**src/kmst_ram.sv**
```systemverilog
// ----------------------------------------------------------------------------
// kmst_ram
// Simple dual-port synchronous RAM, one write and one registered read port.
// ----------------------------------------------------------------------------
module kmst_ram #(
    parameter int ADDR_BITS = 6,
    parameter int DATA_BITS = 16
) (
    input  logic                 clk,
    input  logic                 we,
    input  logic [ADDR_BITS-1:0] waddr,
    input  logic [DATA_BITS-1:0] wdata,
    input  logic [ADDR_BITS-1:0] raddr,
    output logic [DATA_BITS-1:0] rdata
);

    logic [DATA_BITS-1:0] mem [2**ADDR_BITS];
    logic [DATA_BITS-1:0] rdata_reg;

    always_ff @(posedge clk)
    begin
        if (we)
        begin
            mem[waddr] <= wdata;
        end
        rdata_reg <= mem[raddr];
    end

    assign rdata = rdata_reg;

endmodule

```
**config.mk**
```make
export PLATFORM = sky130hd
export DESIGN_NAME = kmst_ram
export DESIGN_NICKNAME = d
export VERILOG_FILES = /design/src/kmst_ram.sv
export SDC_FILE = /design/constraint.sdc
export NUM_CORES = 1
export LEC_CHECK = 0
export BUFFER_PORTS_ARGS = -buffer_cell sky130_fd_sc_hd__buf_2
export CAP_MARGIN = 20
export CELL_PAD_IN_SITES_DETAIL_PLACEMENT = 0
export CELL_PAD_IN_SITES_GLOBAL_PLACEMENT = 1
export CORE_MARGIN = 2
export CORE_UTILIZATION = 40
export CTS_CLUSTER_DIAMETER = 30
export DETAILED_ROUTE_END_ITERATION = 6
export PLACE_DENSITY_LB_ADDON = 0.12
export SKIP_LAST_GASP = 1
export SYNTH_ARGS = -nofsm -noshare
export SYNTH_HDL_FRONTEND = slang
export SYNTH_SLANG_ARGS = --single-unit
```
**constraint.sdc**
```tcl
create_clock -name clk -period 5.1 [get_ports clk]
set_input_delay 1.02 -clock clk [delete_from_list [all_inputs] [get_ports clk]]
set_output_delay 1.02 -clock clk [all_outputs]
set_load 0.01 [all_outputs]
```
# --- Word level (Yosys, flattened, before mapping) ---
# Memory sizes are Yosys's and may differ from the RTL's. A register that Yosys moved wholly into a read port is not among the register bits.
# Cells that the tools add are included.
classes:
  n_addsub: 0
  mul: 0
  div: 0
  order_cmp: 0
  n_eq_ne: 0
  shifts: 0
  muxes: 2
  bitwise: 0
  n_reduce_logical: 0
ops:
  columns: ["op", "n"]
  rows:
  - ["1-bit 2-to-1 mux", 2]
totals:
  regBits: 0
  latch_bits: 0
  ramBits: 1024
  mem_bits_ro: 0
  in_bits: 30
  out_inout_bits: 16
  word_cells: 3
  memories: 1
mem_list:
  columns: ["memory", "depth", "width", "rd", "rd_ports_with_merged_regs", "write_ports", "line_no", "rtl"]
  rows:
  - ["mem", 64, 16, 1, 1, 1, "17", "logic [DATA_BITS-1:0] mem [2**ADDR_BITS];"]

# --- Longest topological paths before layout ---
logic_depth:
  ltp_word: 2
  mapped_depth: 10
  depth_no_buf: 5

# --- Worst setup path before layout ---
# No wires, ideal clock.
synth_path:
  path_type: "input -> register"
  startpoint: "in waddr[3]"
  endpoint: "mem mem[48][0], enable pin"
  t_arrival_ns: 2.646
  setup_slack_ns: 2.045
  cell_stages: 4
  n_path_buf: 1
  path_cell_list: "clkbuf_1 -> nor2b_1 -> nand4b_1 -> nor3_1"
synth_rtl:
  columns: ["item", "line_no", "rtl"]
  rows:
  - ["start: declaration", "11", "input logic [ADDR_BITS-1:0] waddr,"]
  - ["end: declaration", "17", null]
# No word-level cell before the write port.

==> metrics.md <==
| Metric | Value |
|---|---|
| Number of global-route vias before repair | 20,500 |
| Status | finished, final reports clean |
| Worst-margin pin slew | 1.05 ns |
| Area of the multi-input gates | 0.00825 mm2 |
| Initial antenna violation count | 12 |
| Grt total ovfl | 0 |
| Synthesized area per cell | 21.9 um2 |
| First-pass GRT wire length | 152,000 um |
| Sequential share of the synthesized area | 77.6% |
| Placement row count | 116 |
| CTS Buf Count | 212 |
| Yosys Warn Count | 0 |
| Setup TNS | 0 ns |
| RSZ-0062 raised after global routing | false |
| Internal Power | 18,800 uW |
| Final Cell Area | 0.0494 mm2 |
| Lkg Pwr | 0.0163 uW |
| Register area | 0.0311 mm2 |
| Post-synth cell types | 43 |
| Main synth FF type | edfxtp_1 |
| Die Wd | 320 um |
| DRT Wirelength | 107,000 um |
| Combinational share of power | 3.8% |
| Clock Path Buffers | 3 |
| Initial Util | 40.2% |
| Max_cap viols | 0 |
| Clock-pin slew on the worst setup and hold paths | 0.04 ns |
| Syn_nets | 1,859 |
| Global-route usage over all layers | 21.2% |
| Clk Latency, worst-skew pair | 0.79 ns |
| Hold worst-path end | mem[30][8] |
| Mapped Area | 0.0400 mm2 |
| Num ports | 46 |
| Worst VDD drop | 0.288 mV |
| Layout cells sized above 1 | 33.2% |
| TritonCTS clock tree | done |
| WP data required | 5.75 ns |
| Final GP Congestion | 0.792 |
| Hold Path Cell Cnt | 1 |
| FFs w/ async S/R, synth | 0% |
| Final Critical Period | 3.20 ns |
| # nets final | 2,130 |
| Post-DP HPWL | 62,100 um |
| Max FFs per register | 1,024 |
| Routed vias/inst | 5.48 |
| Commonest cells after routing, fill and taps aside | edfxtp_1, mux4_2, clkbuf_16 |
| Hold-fix buffers, CTS | 0 |
| Layout Utilization | 49.6% |
| Pwr Density | 485 mW/mm2 |
| Endpoints failing setup | 0 |
| Mapped Cells | 1,829 |
| Fin. Hold Viols | 0 |
| Residual DRC count | 0 |
| Clock skew | 0.0346 ns |
| Pins Over Slew Limit | 0 |
| Via count | 19,700 |
| ANT nets after route | 0 |
| Clk pwr share | 56.4% |
| Sequential share of power | 39.8% |
| Synthesis-stage register bit count | 1,040 |
| Sw Share | 21.5% |
| Post-synth top area share | 76.8% |
| Number of synthesized flops with an enable pin | 1,024 |
| Fill cells | 8,072 |
| Min-Delay Path Class | in2reg |
| Most common cell after layout, fill and taps aside | edfxtp_1 |
| Post-DP Area | 0.0422 mm2 |
| WS Path Type | in2reg |
| Die Y | 320 um |
| Post-CTS Repair Setup Buffers | 0 |
| Die area | 0.103 mm2 |
| Core Region | 0.0997 mm2 |
| Buffers added on ports | 45 |
| Area grow syn2layout | 23.5% |
| Critical path peak fanout | 36 |
| TritonRoute pass-1 iters | 5 |
| Largest net degree at the start of global routing | 68 |
| Top cells by area, synth | edfxtp_1, mux4_2, mux2i_1 |
| Psw | 5160 uW |
| CTS Root Cell | clkbuf_16 |
| DR iter-0 viols | 1,959 |
| Maximum clock rate | 313 MHz |
| Clk sinks | 1,040 |
| CP Capture Type | flop |
| Reg2reg setup slack | 2.85 ns |
| Critical R2R Capture | rdata[1] |
| Cell type with the largest total area after synthesis | edfxtp_1 |
| Normalized max-slew margin | 29.3% |
| Crit Reg-Reg Startpoint | mem[7][1] |
| H-tree level count | 4 |
| Worst reg2reg path depth | 5 |
| WP data arrival | 3.84 ns |
| Hold Startpoint | wdata[8] |
| Fin crit share | 62.7% |
| CP startpoint kind | primary input |
| Post_cts resized | 0 |
| WL/cell | 29.7 um |
-- worst max-delay path by stage --
stage	startpoint	to	cells after the start	slack, ns
CTS	raddr[0]	rdata[2]	7	1.94
floorplan	waddr[3]	mem[48][0]	4	2.05
global placement	raddr[0]	rdata[2]	8	1.12
finish	raddr[0]	rdata[2]	8	1.90
global route	raddr[0]	rdata[2]	8	1.77
detailed placement	raddr[0]	rdata[2]	7	1.12
-- layer usage --
metal	track usage (%)	vias to the layer above	wire length, um	share of wire (%)
li1	-	8350	-	-
met1	29.5	10500	46100	43
met2	33.5	650	51100	48
met3	4.79	144	7090	6.7
met4	6.46	4	2200	2.1
met5	0	-	34	0.032
-- cell type report --
| type | instances | share of cell area (%) |
|---|---|---|
| diodes | 6 | 0.0304 |
| clock buffers | 243 | 11.2 |
| clock inverters | 154 | 3.37 |
| multi-input cells | 685 | 16.7 |
| flip-flops and latches | 1040 | 62.8 |
| well taps | 1298 | 3.29 |
| repair buffers | 161 | 2.59 |
-- critical path: stages --
cell     delay, ns
buf_8         0.32
buf_12        0.35
buf_4         0.53
mux2i_1       0.24
nand2_1       0.07
a41oi_1       0.36
o21ai_0       0.49
and4_1        0.38
-- cell families (layout without fill, tap and decap cells) --
| group | after synthesis | in the layout | share of synthesized area, % |
|---|---|---|---|
| AO/OA/AOI/OAI | 129 | 129 | 2.41 |
| buffers and inverters | 104 | 558 | 1.83 |
| flip-flops | 1040 | 1040 | 77.6 |
| multiplexers | 336 | 336 | 15.5 |
| other | 0 | 6 | 0 |
| AND/OR/NAND/NOR | 220 | 220 | 2.65 |
-- metrics by stage --
step,hold slack [ns],total power (uW),setup slack [ns],std cells
final,0.694,24000,1.90,3587
after global routing,0.668,24700,1.77,3581
after CTS,0.643,24200,1.94,3581
after detailed placement,0.890,10600,1.12,3184
after global placement,0.885,10600,1.12,3183
after floorplan,0.750,10200,2.05,1829
-- synthesized netlist by cell type (all sizes together) (12+ instances only) --
master	instances
a21oi	17
a221oi	16
a22oi	39
buf	77
clkbuf	27
dfxtp	16
edfxtp	1024
mux2	27
mux2i	85
mux4	224
nand2	60
nand3	24
nand4	12
nor2	74
nor2b	30
-- power by group through the flow --
| stage | sequential (uW) | clock (uW) | combinational [uW] |
|---|---|---|---|
| 2_1_floorplan | 9670 | 0 | 490 |
| 3_3_place_gp | 9690 | 0 | 913 |
| 3_5_place_dp | 9690 | 0 | 925 |
| 4_1_cts | 9530 | 13700 | 926 |
| 5_1_grt | 9530 | 14200 | 965 |
| 6_report | 9540 | 13500 | 903 |
Note: power is estimated with default switching activity, not from simulation.
